$ cat config.mk
export PLATFORM = sky130hd
export DESIGN_NAME = shell_command_line_tokenizer_unit
export DESIGN_NICKNAME = d
export VERILOG_FILES = /design/src/sv/sctok_pkg.sv /design/src/sv/shell_command_line_tokenizer_unit.sv /design/src/sv/sctok_lex.sv
export VERILOG_INCLUDE_DIRS = /design/src /design/src/sv
export SDC_FILE = /design/constraint.sdc
export NUM_CORES = 1
export LEC_CHECK = 0
export BUFFER_PORTS_ARGS = -buffer_cell sky130_fd_sc_hd__buf_2
export CORE_MARGIN = 3
export CORE_UTILIZATION = 45
export DETAILED_ROUTE_END_ITERATION = 7
export GPL_TIMING_DRIVEN = 0
export PLACE_DENSITY = 0.67
export SYNTH_ARGS = -nofsm -noshare
export SYNTH_HDL_FRONTEND = slang
export SYNTH_SLANG_ARGS = --single-unit
$ cat constraint.sdc
create_clock -name clock -period 6.8 [get_ports clock]
set_input_delay 0.68 -clock clock [delete_from_list [all_inputs] [get_ports clock]]
set_output_delay 0.68 -clock clock [all_outputs]
set_load 0.03 [all_outputs]
$ cat src/sv/shell_command_line_tokenizer_unit_macros.svh
// ----------------------------------------------------------------------------
// Assertion macros for the command line tokenizer
// Property wrappers that expand to nothing in synthesis builds.
// ----------------------------------------------------------------------------
`ifndef SHELL_COMMAND_LINE_TOKENIZER_UNIT_MACROS_SVH
`define SHELL_COMMAND_LINE_TOKENIZER_UNIT_MACROS_SVH

`ifndef SYNTHESIS
// same-cycle implication, disabled while reset is high
`define SCTOK_ASSERT_IMPLY(label, clk, rst, ante, cons) \
   label: assert property (@(posedge clk) disable iff (rst) (ante) |-> (cons)) \
      else $error("sctok assertion failed");
// next-cycle implication, disabled while reset is high
`define SCTOK_ASSERT_NEXT(label, clk, rst, ante, cons) \
   label: assert property (@(posedge clk) disable iff (rst) (ante) |=> (cons)) \
      else $error("sctok assertion failed");
`else
`define SCTOK_ASSERT_IMPLY(label, clk, rst, ante, cons)
`define SCTOK_ASSERT_NEXT(label, clk, rst, ante, cons)
`endif

`endif

$ cat src/sv/sctok_pkg.sv
// ----------------------------------------------------------------------------
// sctok_pkg
// Shared types and constants of the command line tokenizer.
// ----------------------------------------------------------------------------
package sctok_pkg;

   localparam int OFF_W      = 14;
   localparam int MAX_LINE   = 8192;
   localparam logic [OFF_W-1:0] LINE_LIMIT = OFF_W'(MAX_LINE - 1);

   localparam int FIFO_DEPTH = 4;
   localparam int PTR_W      = $clog2(FIFO_DEPTH);
   localparam int FILL_W     = $clog2(FIFO_DEPTH + 1);

   localparam logic [7:0] CH_NUL   = 8'h00;
   localparam logic [7:0] CH_TAB   = 8'h09;
   localparam logic [7:0] CH_NL    = 8'h0A;
   localparam logic [7:0] CH_CR    = 8'h0D;
   localparam logic [7:0] CH_SPACE = 8'h20;
   localparam logic [7:0] CH_QUOTE = 8'h22;
   localparam logic [7:0] CH_AMP   = 8'h26;
   localparam logic [7:0] CH_LPAR  = 8'h28;
   localparam logic [7:0] CH_RPAR  = 8'h29;
   localparam logic [7:0] CH_LT    = 8'h3C;
   localparam logic [7:0] CH_GT    = 8'h3E;
   localparam logic [7:0] CH_AT    = 8'h40;
   localparam logic [7:0] CH_E     = 8'h45;
   localparam logic [7:0] CH_S     = 8'h53;
   localparam logic [7:0] CH_T     = 8'h54;
   localparam logic [7:0] CH_LA    = 8'h61;
   localparam logic [7:0] CH_LZ    = 8'h7A;
   localparam logic [7:0] CH_PIPE  = 8'h7C;

   typedef enum logic [3:0] {
      TK_EOL     = 4'd0,
      TK_TEXT    = 4'd1,
      TK_ANDAND  = 4'd2,
      TK_OROR    = 4'd3,
      TK_APPEND  = 4'd4,
      TK_AMP     = 4'd5,
      TK_PIPE    = 4'd6,
      TK_LT      = 4'd7,
      TK_GT      = 4'd8,
      TK_LPAREN  = 4'd9,
      TK_RPAREN  = 4'd10,
      TK_AT      = 4'd11,
      TK_TOOLONG = 4'd12
   } tok_kind_type;

   typedef struct packed {
      tok_kind_type      kind;
      logic [OFF_W-1:0]  span_start;
      logic [OFF_W-1:0]  span_end;
      logic              last;
   } tok_res_type;

   // up to two tokens from one request
   typedef struct packed {
      logic [1:0]  count;
      tok_res_type res1;
      tok_res_type res0;
   } lex_out_type;

endpackage

$ cat src/sv/shell_command_line_tokenizer_unit.sv
// ----------------------------------------------------------------------------
// shell_command_line_tokenizer_unit
// Splits a command line, one byte per request, into operator and text tokens.
//
//   channel | direction | tdata                           | tuser        | tlast
//   req_    | in        | [7:0] char_in                   | line_done    | -
//   rsp_    | out       | [13:0] span_start [27:14] end   | kind         | run_last
//
// One request is taken per cycle; its 0..2 tokens land in a four-entry result
// queue in the same edge and show on rsp_ from the next cycle, one per cycle.
// req_tready is high while the queue has room for two tokens, so bytes flow at
// one per cycle until two-token bytes or rsp_tready stalls fill it past two.
// Reset (synchronous) clears line state and empties the queue.
// ----------------------------------------------------------------------------
`include "shell_command_line_tokenizer_unit_macros.svh"

module shell_command_line_tokenizer_unit (
   input  logic        clock,
   input  logic        reset,
   input  logic        req_tvalid,
   output logic        req_tready,
   input  logic [7:0]  req_tdata,   // [7:0] char_in
   input  logic        req_tuser,   // [0] line_done
   output logic        rsp_tvalid,
   input  logic        rsp_tready,
   output logic [31:0] rsp_tdata,   // [13:0] span_start, [27:14] span_end, zero fill
   output logic [3:0]  rsp_tuser,   // [3:0] kind
   output logic        rsp_tlast    // run_last
);
   import sctok_pkg::*;

   lex_out_type       lex_out;
   tok_res_type       fifo_ff [FIFO_DEPTH];
   logic [PTR_W-1:0]  wr_ptr_ff, wr_ptr_in;
   logic [PTR_W-1:0]  rd_ptr_ff, rd_ptr_in;
   logic [FILL_W-1:0] fill_ff, fill_in;
   logic              req_accept;
   logic              rsp_accept;
   logic [1:0]        push_n;
   tok_res_type       head;
   logic              req_is_end;
   logic              rsp_is_final;

   assign req_tready = (fill_ff <= FILL_W'(FIFO_DEPTH - 2));
   assign req_accept = req_tvalid && req_tready;
   assign rsp_accept = rsp_tvalid && rsp_tready;

   sctok_lex u_lex (
      .clock     (clock),
      .reset     (reset),
      .step      (req_accept),
      .char_in   (req_tdata),
      .line_done (req_tuser),
      .lex_out   (lex_out)
   );

   assign push_n    = req_accept ? lex_out.count : 2'd0;
   assign wr_ptr_in = wr_ptr_ff + PTR_W'(push_n);
   assign rd_ptr_in = rd_ptr_ff + PTR_W'(rsp_accept);
   assign fill_in   = fill_ff + FILL_W'(push_n) - FILL_W'(rsp_accept);

   always_ff @(posedge clock) begin
      if (reset) begin
         wr_ptr_ff <= '0;
         rd_ptr_ff <= '0;
         fill_ff   <= '0;
      end else begin
         wr_ptr_ff <= wr_ptr_in;
         rd_ptr_ff <= rd_ptr_in;
         fill_ff   <= fill_in;
      end
   end

   // queue payload, no reset
   always_ff @(posedge clock) begin
      if (push_n != 2'd0) begin
         fifo_ff[wr_ptr_ff] <= lex_out.res0;
      end
      if (push_n == 2'd2) begin
         fifo_ff[wr_ptr_ff + PTR_W'(1)] <= lex_out.res1;
      end
   end

   assign head       = fifo_ff[rd_ptr_ff];
   assign rsp_tvalid = (fill_ff != '0);
   assign rsp_tdata  = {4'd0, head.span_end, head.span_start};
   assign rsp_tuser  = head.kind;
   assign rsp_tlast  = head.last;

   assign req_is_end   = req_tuser || (req_tdata == CH_NL) || (req_tdata == CH_NUL);
   assign rsp_is_final = (head.kind == TK_EOL) || (head.kind == TK_TOOLONG);

   `SCTOK_ASSERT_IMPLY(a_fill_bound, clock, reset, 1'b1, fill_ff <= FILL_W'(FIFO_DEPTH))
   `SCTOK_ASSERT_NEXT(a_eol_queued, clock, reset, req_accept && req_is_end, rsp_tvalid)
   `SCTOK_ASSERT_IMPLY(a_eol_last, clock, reset, rsp_tvalid && rsp_is_final, rsp_tlast)

endmodule

$ cat src/sv/sctok_lex.sv
// ----------------------------------------------------------------------------
// sctok_lex
// Line state of the tokenizer and the per-byte step that yields 0..2 tokens.
// ----------------------------------------------------------------------------
module sctok_lex (
   input  logic                 clock,
   input  logic                 reset,
   input  logic                 step,
   input  logic [7:0]           char_in,
   input  logic                 line_done,
   output sctok_pkg::lex_out_type lex_out
);
   import sctok_pkg::*;

   typedef enum logic [1:0] {
      MODE_IDLE = 2'd0,
      MODE_TEXT = 2'd1,
      MODE_PEND = 2'd2
   } lex_mode_type;

   typedef struct packed {
      logic [OFF_W-1:0] line_offset;
      lex_mode_type     lex_mode;
      logic [1:0]       pending_op;
      logic [OFF_W-1:0] pending_offset;
      logic [OFF_W-1:0] text_start;
      logic [OFF_W-1:0] last_nonblank_end;
      logic             in_quotes;
      logic [2:0]       set_match_count;
      logic             parens_literal;
      logic             overflowed;
   } lex_state_type;

   typedef struct packed {
      lex_state_type  st;
      logic           emit;
      tok_kind_type   kind;
   } idle_ret_type;

   localparam lex_state_type STATE_RESET = '{
      line_offset: '0, lex_mode: MODE_IDLE, pending_op: '0, pending_offset: '0,
      text_start: '0, last_nonblank_end: '0, in_quotes: 1'b0,
      set_match_count: '0, parens_literal: 1'b0, overflowed: 1'b0};

   lex_state_type  state_ff, state_in;
   tok_res_type    res_a [2];
   logic [1:0]     cnt;
   logic [1:0]     k;
   logic [OFF_W-1:0] off;
   logic           is_end;
   idle_ret_type   idle_r;

   function automatic logic is_blank(input logic [7:0] c);
      return (c == CH_SPACE) || (c == CH_TAB);
   endfunction

   function automatic lex_state_type set_match(input lex_state_type s,
                                               input logic [7:0] c);
      lex_state_type r;
      logic [7:0]    u;
      logic [7:0]    want;
      r = s;
      u = ((c >= CH_LA) && (c <= CH_LZ)) ? (c - 8'h20) : c;
      case (s.set_match_count)
         3'd0:    want = CH_S;
         3'd1:    want = CH_E;
         default: want = CH_T;
      endcase
      if (s.set_match_count < 3'd3) begin
         r.set_match_count = (u == want) ? s.set_match_count + 3'd1 : 3'd4;
      end else if (s.set_match_count == 3'd3) begin
         r.parens_literal  = is_blank(c);
         r.set_match_count = 3'd4;
      end
      return r;
   endfunction

   function automatic idle_ret_type idle_byte(input lex_state_type s,
                                              input logic [7:0] c,
                                              input logic [OFF_W-1:0] o);
      idle_ret_type r;
      r.st   = s;
      r.emit = 1'b0;
      r.kind = TK_LT;
      if (is_blank(c) || (c == CH_CR)) begin
         r.emit = 1'b0;
      end else if ((c == CH_AMP) || (c == CH_PIPE) || (c == CH_GT)) begin
         r.st.lex_mode       = MODE_PEND;
         r.st.pending_op     = (c == CH_AMP) ? 2'd0 : (c == CH_PIPE) ? 2'd1 : 2'd2;
         r.st.pending_offset = o;
      end else if (c == CH_LT) begin
         r.emit = 1'b1;
         r.kind = TK_LT;
      end else if (c == CH_LPAR) begin
         r.emit = 1'b1;
         r.kind = TK_LPAREN;
      end else if (c == CH_RPAR) begin
         r.emit = 1'b1;
         r.kind = TK_RPAREN;
      end else if (c == CH_AT) begin
         r.emit = 1'b1;
         r.kind = TK_AT;
      end else begin
         r.st.lex_mode          = MODE_TEXT;
         r.st.text_start        = o;
         r.st.in_quotes         = (c == CH_QUOTE);
         r.st.parens_literal    = 1'b0;
         r.st.set_match_count   = 3'd0;
         r.st                   = set_match(r.st, c);
         r.st.last_nonblank_end = o + OFF_W'(1);
      end
      return r;
   endfunction

   function automatic logic is_meta(input lex_state_type s, input logic [7:0] c);
      logic m;
      m = (c == CH_AMP) || (c == CH_PIPE) || (c == CH_LT) || (c == CH_GT) ||
          (c == CH_LPAR) || (c == CH_RPAR) || (c == CH_AT);
      if (s.in_quotes)
         m = 1'b0;
      else if (s.parens_literal && ((c == CH_LPAR) || (c == CH_RPAR)))
         m = 1'b0;
      return m;
   endfunction

   function automatic tok_res_type mk(input tok_kind_type kind,
                                      input logic [OFF_W-1:0] s,
                                      input logic [OFF_W-1:0] e);
      tok_res_type r;
      r.kind       = kind;
      r.span_start = s;
      r.span_end   = e;
      r.last       = 1'b0;
      return r;
   endfunction

   function automatic tok_kind_type pend_single(input logic [1:0] kk);
      tok_kind_type t;
      case (kk)
         2'd1:    t = TK_PIPE;
         2'd2:    t = TK_GT;
         default: t = TK_AMP;
      endcase
      return t;
   endfunction

   function automatic tok_kind_type pend_double(input logic [1:0] kk);
      tok_kind_type t;
      case (kk)
         2'd1:    t = TK_OROR;
         2'd2:    t = TK_APPEND;
         default: t = TK_ANDAND;
      endcase
      return t;
   endfunction

   function automatic logic [7:0] pend_char(input logic [1:0] kk);
      logic [7:0] ch;
      case (kk)
         2'd1:    ch = CH_PIPE;
         2'd2:    ch = CH_GT;
         default: ch = CH_AMP;
      endcase
      return ch;
   endfunction

   always_comb begin
      state_in = state_ff;
      res_a[0] = mk(TK_EOL, '0, '0);
      res_a[1] = mk(TK_EOL, '0, '0);
      cnt      = 2'd0;
      idle_r   = idle_byte(state_ff, char_in, state_ff.line_offset);
      k        = (state_ff.pending_op == 2'd3) ? 2'd0 : state_ff.pending_op;
      off      = state_ff.line_offset;
      is_end   = line_done || (char_in == CH_NL) || (char_in == CH_NUL);

      if (is_end) begin
         if (!state_ff.overflowed) begin
            if (state_ff.lex_mode == MODE_PEND) begin
               res_a[cnt[0]] = mk(pend_single(k), state_ff.pending_offset,
                                  state_ff.pending_offset + OFF_W'(1));
               cnt = cnt + 2'd1;
            end else if (state_ff.lex_mode == MODE_TEXT) begin
               res_a[cnt[0]] = mk(TK_TEXT, state_ff.text_start,
                                  state_ff.last_nonblank_end);
               cnt = cnt + 2'd1;
            end
         end
         res_a[cnt[0]] = mk(TK_EOL, off, off);
         cnt      = cnt + 2'd1;
         state_in = STATE_RESET;
      end else if (state_ff.overflowed) begin
         // drop bytes until the line ends
         state_in = state_ff;
      end else if (state_ff.line_offset >= LINE_LIMIT) begin
         res_a[cnt[0]] = mk(TK_TOOLONG, off, off);
         cnt                 = cnt + 2'd1;
         state_in.overflowed = 1'b1;
         state_in.lex_mode   = MODE_IDLE;
      end else begin
         state_in.line_offset = off + OFF_W'(1);
         case (state_ff.lex_mode)
            MODE_PEND: begin
               state_in.lex_mode = MODE_IDLE;
               if (char_in == pend_char(k)) begin
                  res_a[cnt[0]] = mk(pend_double(k), state_ff.pending_offset,
                                     off + OFF_W'(1));
                  cnt = cnt + 2'd1;
               end else begin
                  res_a[cnt[0]] = mk(pend_single(k), state_ff.pending_offset,
                                     state_ff.pending_offset + OFF_W'(1));
                  cnt    = cnt + 2'd1;
                  idle_r = idle_byte(state_in, char_in, off);
                  state_in = idle_r.st;
                  if (idle_r.emit) begin
                     res_a[cnt[0]] = mk(idle_r.kind, off, off + OFF_W'(1));
                     cnt = cnt + 2'd1;
                  end
               end
            end
            MODE_TEXT: begin
               if (char_in == CH_QUOTE) begin
                  state_in.in_quotes = ~state_ff.in_quotes;
                  state_in = set_match(state_in, char_in);
                  state_in.last_nonblank_end = off + OFF_W'(1);
               end else if (is_meta(state_ff, char_in)) begin
                  res_a[cnt[0]] = mk(TK_TEXT, state_ff.text_start,
                                     state_ff.last_nonblank_end);
                  cnt = cnt + 2'd1;
                  state_in.lex_mode = MODE_IDLE;
                  idle_r = idle_byte(state_in, char_in, off);
                  state_in = idle_r.st;
                  if (idle_r.emit) begin
                     res_a[cnt[0]] = mk(idle_r.kind, off, off + OFF_W'(1));
                     cnt = cnt + 2'd1;
                  end
               end else begin
                  state_in = set_match(state_in, char_in);
                  if (!is_blank(char_in))
                     state_in.last_nonblank_end = off + OFF_W'(1);
               end
            end
            default: begin
               idle_r = idle_byte(state_in, char_in, off);
               state_in = idle_r.st;
               if (idle_r.emit) begin
                  res_a[cnt[0]] = mk(idle_r.kind, off, off + OFF_W'(1));
                  cnt = cnt + 2'd1;
               end
            end
         endcase
      end

      // mark the final token of this request
      if (cnt == 2'd1)
         res_a[0].last = 1'b1;
      else if (cnt == 2'd2)
         res_a[1].last = 1'b1;
   end

   assign lex_out.count = cnt;
   assign lex_out.res0  = res_a[0];
   assign lex_out.res1  = res_a[1];

   always_ff @(posedge clock) begin
      if (reset) begin
         state_ff <= STATE_RESET;
      end else if (step) begin
         state_ff <= state_in;
      end
   end

endmodule

==> results.sh <==
export IMPL_status="complete, no violations"
export IMPL_worst_r2r_setup_slack_ns=1.60
export IMPL_cts_tree="yes"
export IMPL_finalSetupViolCount=0
export IMPL_end_kind="flip-flop"
export IMPL_drtIter0Drc=1329
export IMPL_path_cells="clkbuf_1 > nand4_1 > o31ai_2 > nand2_1 > a21oi_1 > nor3_1 > nand2b_1 > ha_1 > inv_1 > ha_1 > inv_1 > fa_1 > xnor2_1 > xnor2_1 > nor2_1"
export IMPL_fmax_ghz=0.192
export IMPL_die_height_um=175
export IMPL_cap_violations=0
export IMPL_drtAntennaViolNets=0
export IMPL_synth_edff_count=132
export IMPL_clockBufferDepth=3
export IMPL_hpwlAfterDp_um=33000
export IMPL_cts_resized=0
export IMPL_numCtsBuffers=22
export IMPL_dieArea_mm2=0.0307
export IMPL_slew_headroom=0.177
export IMPL_clk_latency_ns=0.54
export IMPL_hold_viol=0
export IMPL_drc=0
export IMPL_synth_area_mm2=0.0129
export IMPL_cp_start_kind="flip-flop"
export IMPL_initial_utilization=0.459
export IMPL_cts_root_buf="clkbuf_16"
export IMPL_final_area_mm2=0.0144
export IMPL_fin_crit_sh=0.765
export IMPL_synth_common_cells="132 x edfxtp_1, 129 x mux2i_1, 81 x nand2_1"
export IMPL_critPathSlowestCell="o31ai_2"
export IMPL_rows=61
export IMPL_clk_pin_slew_ns=0.07
export IMPL_synth_top_area_share=0.308
export IMPL_synth_most_common_cell="edfxtp_1"
export IMPL_hp_class="flip-flop to flip-flop"
export IMPL_num_vias=11000
export IMPL_yosysSeqAreaShare=0.422
export IMPL_synth_seq_cells=205
export IMPL_slowest_delay_ns=0.91
export IMPL_n_fill_cell=2603
export IMPL_vdd_drop_max_v=0.000163
export IMPL_grt_overflow_total=0
export IMPL_async_flop_share=0
export IMPL_yosysUniqueCellTypes=92
export IMPL_postLayoutCoreUtil=0.513
export IMPL_wirelength_um=44600
export IMPL_die_x_um=175
export IMPL_powerDensity_mw_per_mm2=246
export IMPL_grt_pass1_wl_um=66600
export IMPL_clock_skew_ns=0.0292
export IMPL_grt_setup_unrepaired="false"
export IMPL_pin_count=52
export IMPL_p_leak_uw=0.00522
export IMPL_drt_pass1_iterations=8
export IMPL_n_antenna_cell=0
export IMPL_area_growth_pct=11.8
export IMPL_grt_total_usage=0.282
export IMPL_yosys_warnings=0
export IMPL_dpl_instance_area_mm2=0.0137
export IMPL_grt_max_degree=26
export IMPL_postCtsHoldBufs=0
export IMPL_gp_congestion=1.02
export IMPL_synthCells=1228
export IMPL_p_total_uw=3540
export IMPL_period_needed_ns=5.20
export IMPL_antenna_found_initial=0
export IMPL_critical_path_required_ns=7.18
export IMPL_drive_above_1_share=0.140
export IMPL_critPathArrivalTime_ns=5.58
export IMPL_synth_area_top_cells="edfxtp_1 31%, dfxtp_1 11%, mux2i_1 10%"
export IMPL_cts_sinks=205
export IMPL_slew_violations=0
export IMPL_cts_max_level=1
export IMPL_syn_avg_cell_area_um2=10.5
export IMPL_crit_fanout=10
export IMPL_core_mm2=0.0280
export IMPL_place_port_buffers=45
export IMPL_post_drt_wl_per_cell_um=26.3
export IMPL_cts_setup_buffers=0
export IMPL_worst_slew_pin_slew_ns=1.23
export IMPL_grt_pass1_vias=10600
export IMPL_synth_top_cell_by_area="edfxtp_1"
export IMPL_critical_path_class="flip-flop to flip-flop"
export IMPL_final_nets=1338
export IMPL_vias_per_cell=6.49
export IMPL_synthFlopType="edfxtp_1"
==> sequential cells by signal (all words and copies together), names as in the netlist <==
signal and cells:
u_lex.off 14, fill_ff 3, rd_ptr_ff 2, wr_ptr_ff 2, u_lex.state_ff 52, fifo_ff 132
==> worst paths after layout <==
path / from / to / cells after the start
worst min-delay path: u_lex.state_ff[51]$_SDFFE_PP0P_ / u_lex.state_ff[51]$_SDFFE_PP0P_ / 2
worst max register to register: u_lex.off[8]$_SDFFE_PP0P_ / fill_ff[2]$_SDFF_PP0_ / 15
worst min register to register: u_lex.state_ff[51]$_SDFFE_PP0P_ / u_lex.state_ff[51]$_SDFFE_PP0P_ / 2
worst max-delay path: u_lex.off[8]$_SDFFE_PP0P_ / fill_ff[2]$_SDFF_PP0_ / 15
==> stage by stage <==
step / TNS [ns] / worst slack, ns / instances / hold WS, ns
after global routing: 0 / 1.35 / 1698 / 0.492
final: 0 / 1.60 / 1698 / 0.481
after floorplan: 0 / 1.24 / 1231 / 0.450
after global placement: -113.24 / -1.39 / 1654 / 0.462
after detailed placement: 0 / 1.76 / 1658 / 0.466
after CTS: 0 / 1.71 / 1698 / 0.485
==> final cells by class <==
cell class / count / area [um2] / area share
Multi-Input combinational cell: 878 / 6860 / 0.477
Sequential cell: 205 / 5430 / 0.377
Clock buffer: 30 / 591 / 0.0411
Buffer: 115 / 517 / 0.0359
Tap cell: 378 / 473 / 0.0329
Timing Repair Buffer: 49 / 305 / 0.0212
Inverter: 33 / 124 / 0.00861
Clock inverter: 10 / 87.6 / 0.00609
==> critical path, delay by kind of cell, from the launching register on <==
family / cells / cell delay [ns]
XOR/XNOR: 2 / 0.37
AO/OA/AOI/OAI: 2 / 1.82
adder cells (fa/ha/maj): 3 / 0.83
buffers and inverters: 3 / 0.65
AND/OR/NAND/NOR: 5 / 1.05
flip-flops: 1 / 0.30
==> metal layers <==
layer | up-vias | part of all wire | global-route usage
li1 | 4910 | - | -
met1 | 5446 | 0.42 | 0.388
met2 | 564 | 0.47 | 0.459
met3 | 99 | 0.089 | 0.0495
met4 | 0 | 0.029 | 0.0795
met5 | - | 0 | 0
==> placed cells by master (no fill, tap or decap), types with 17 or more instances in the layout <==
cell type	count
a21oi_1	64
inv_1	31
nand3_1	30
a22oi_1	21
mux2_2	18
nor2_1	61
mux2i_1	129
clkbuf_1	87
nor3_1	31
ha_1	20
clkbuf_16	22
buf_2	61
o21ai_0	39
dfxtp_1	73
xnor2_1	23
mux4_2	33
nor2b_1	26
a22o_1	31
nand2_1	81
a221oi_1	25
nand4_1	17
edfxtp_1	132
==> kinds of logic after synthesis <==
logic type,count (synthesis),synth area share
flip-flops,205,0.422
AO/OA/AOI/OAI,315,0.178
multiplexers,181,0.175
buffers and inverters,148,0.0498
AND/OR/NAND/NOR,324,0.132
other,1,0.000291
adder cells (fa/ha/maj),21,0.0210
XOR/XNOR,33,0.0225
==> power by group <==
group	switching, uW	internal, uW	leakage, uW
Combinational	651	337	0.00307
Sequential	21.1	1370	0.00183
Clock	513	648	0.000324
Power figures use the tool's default switching activity.
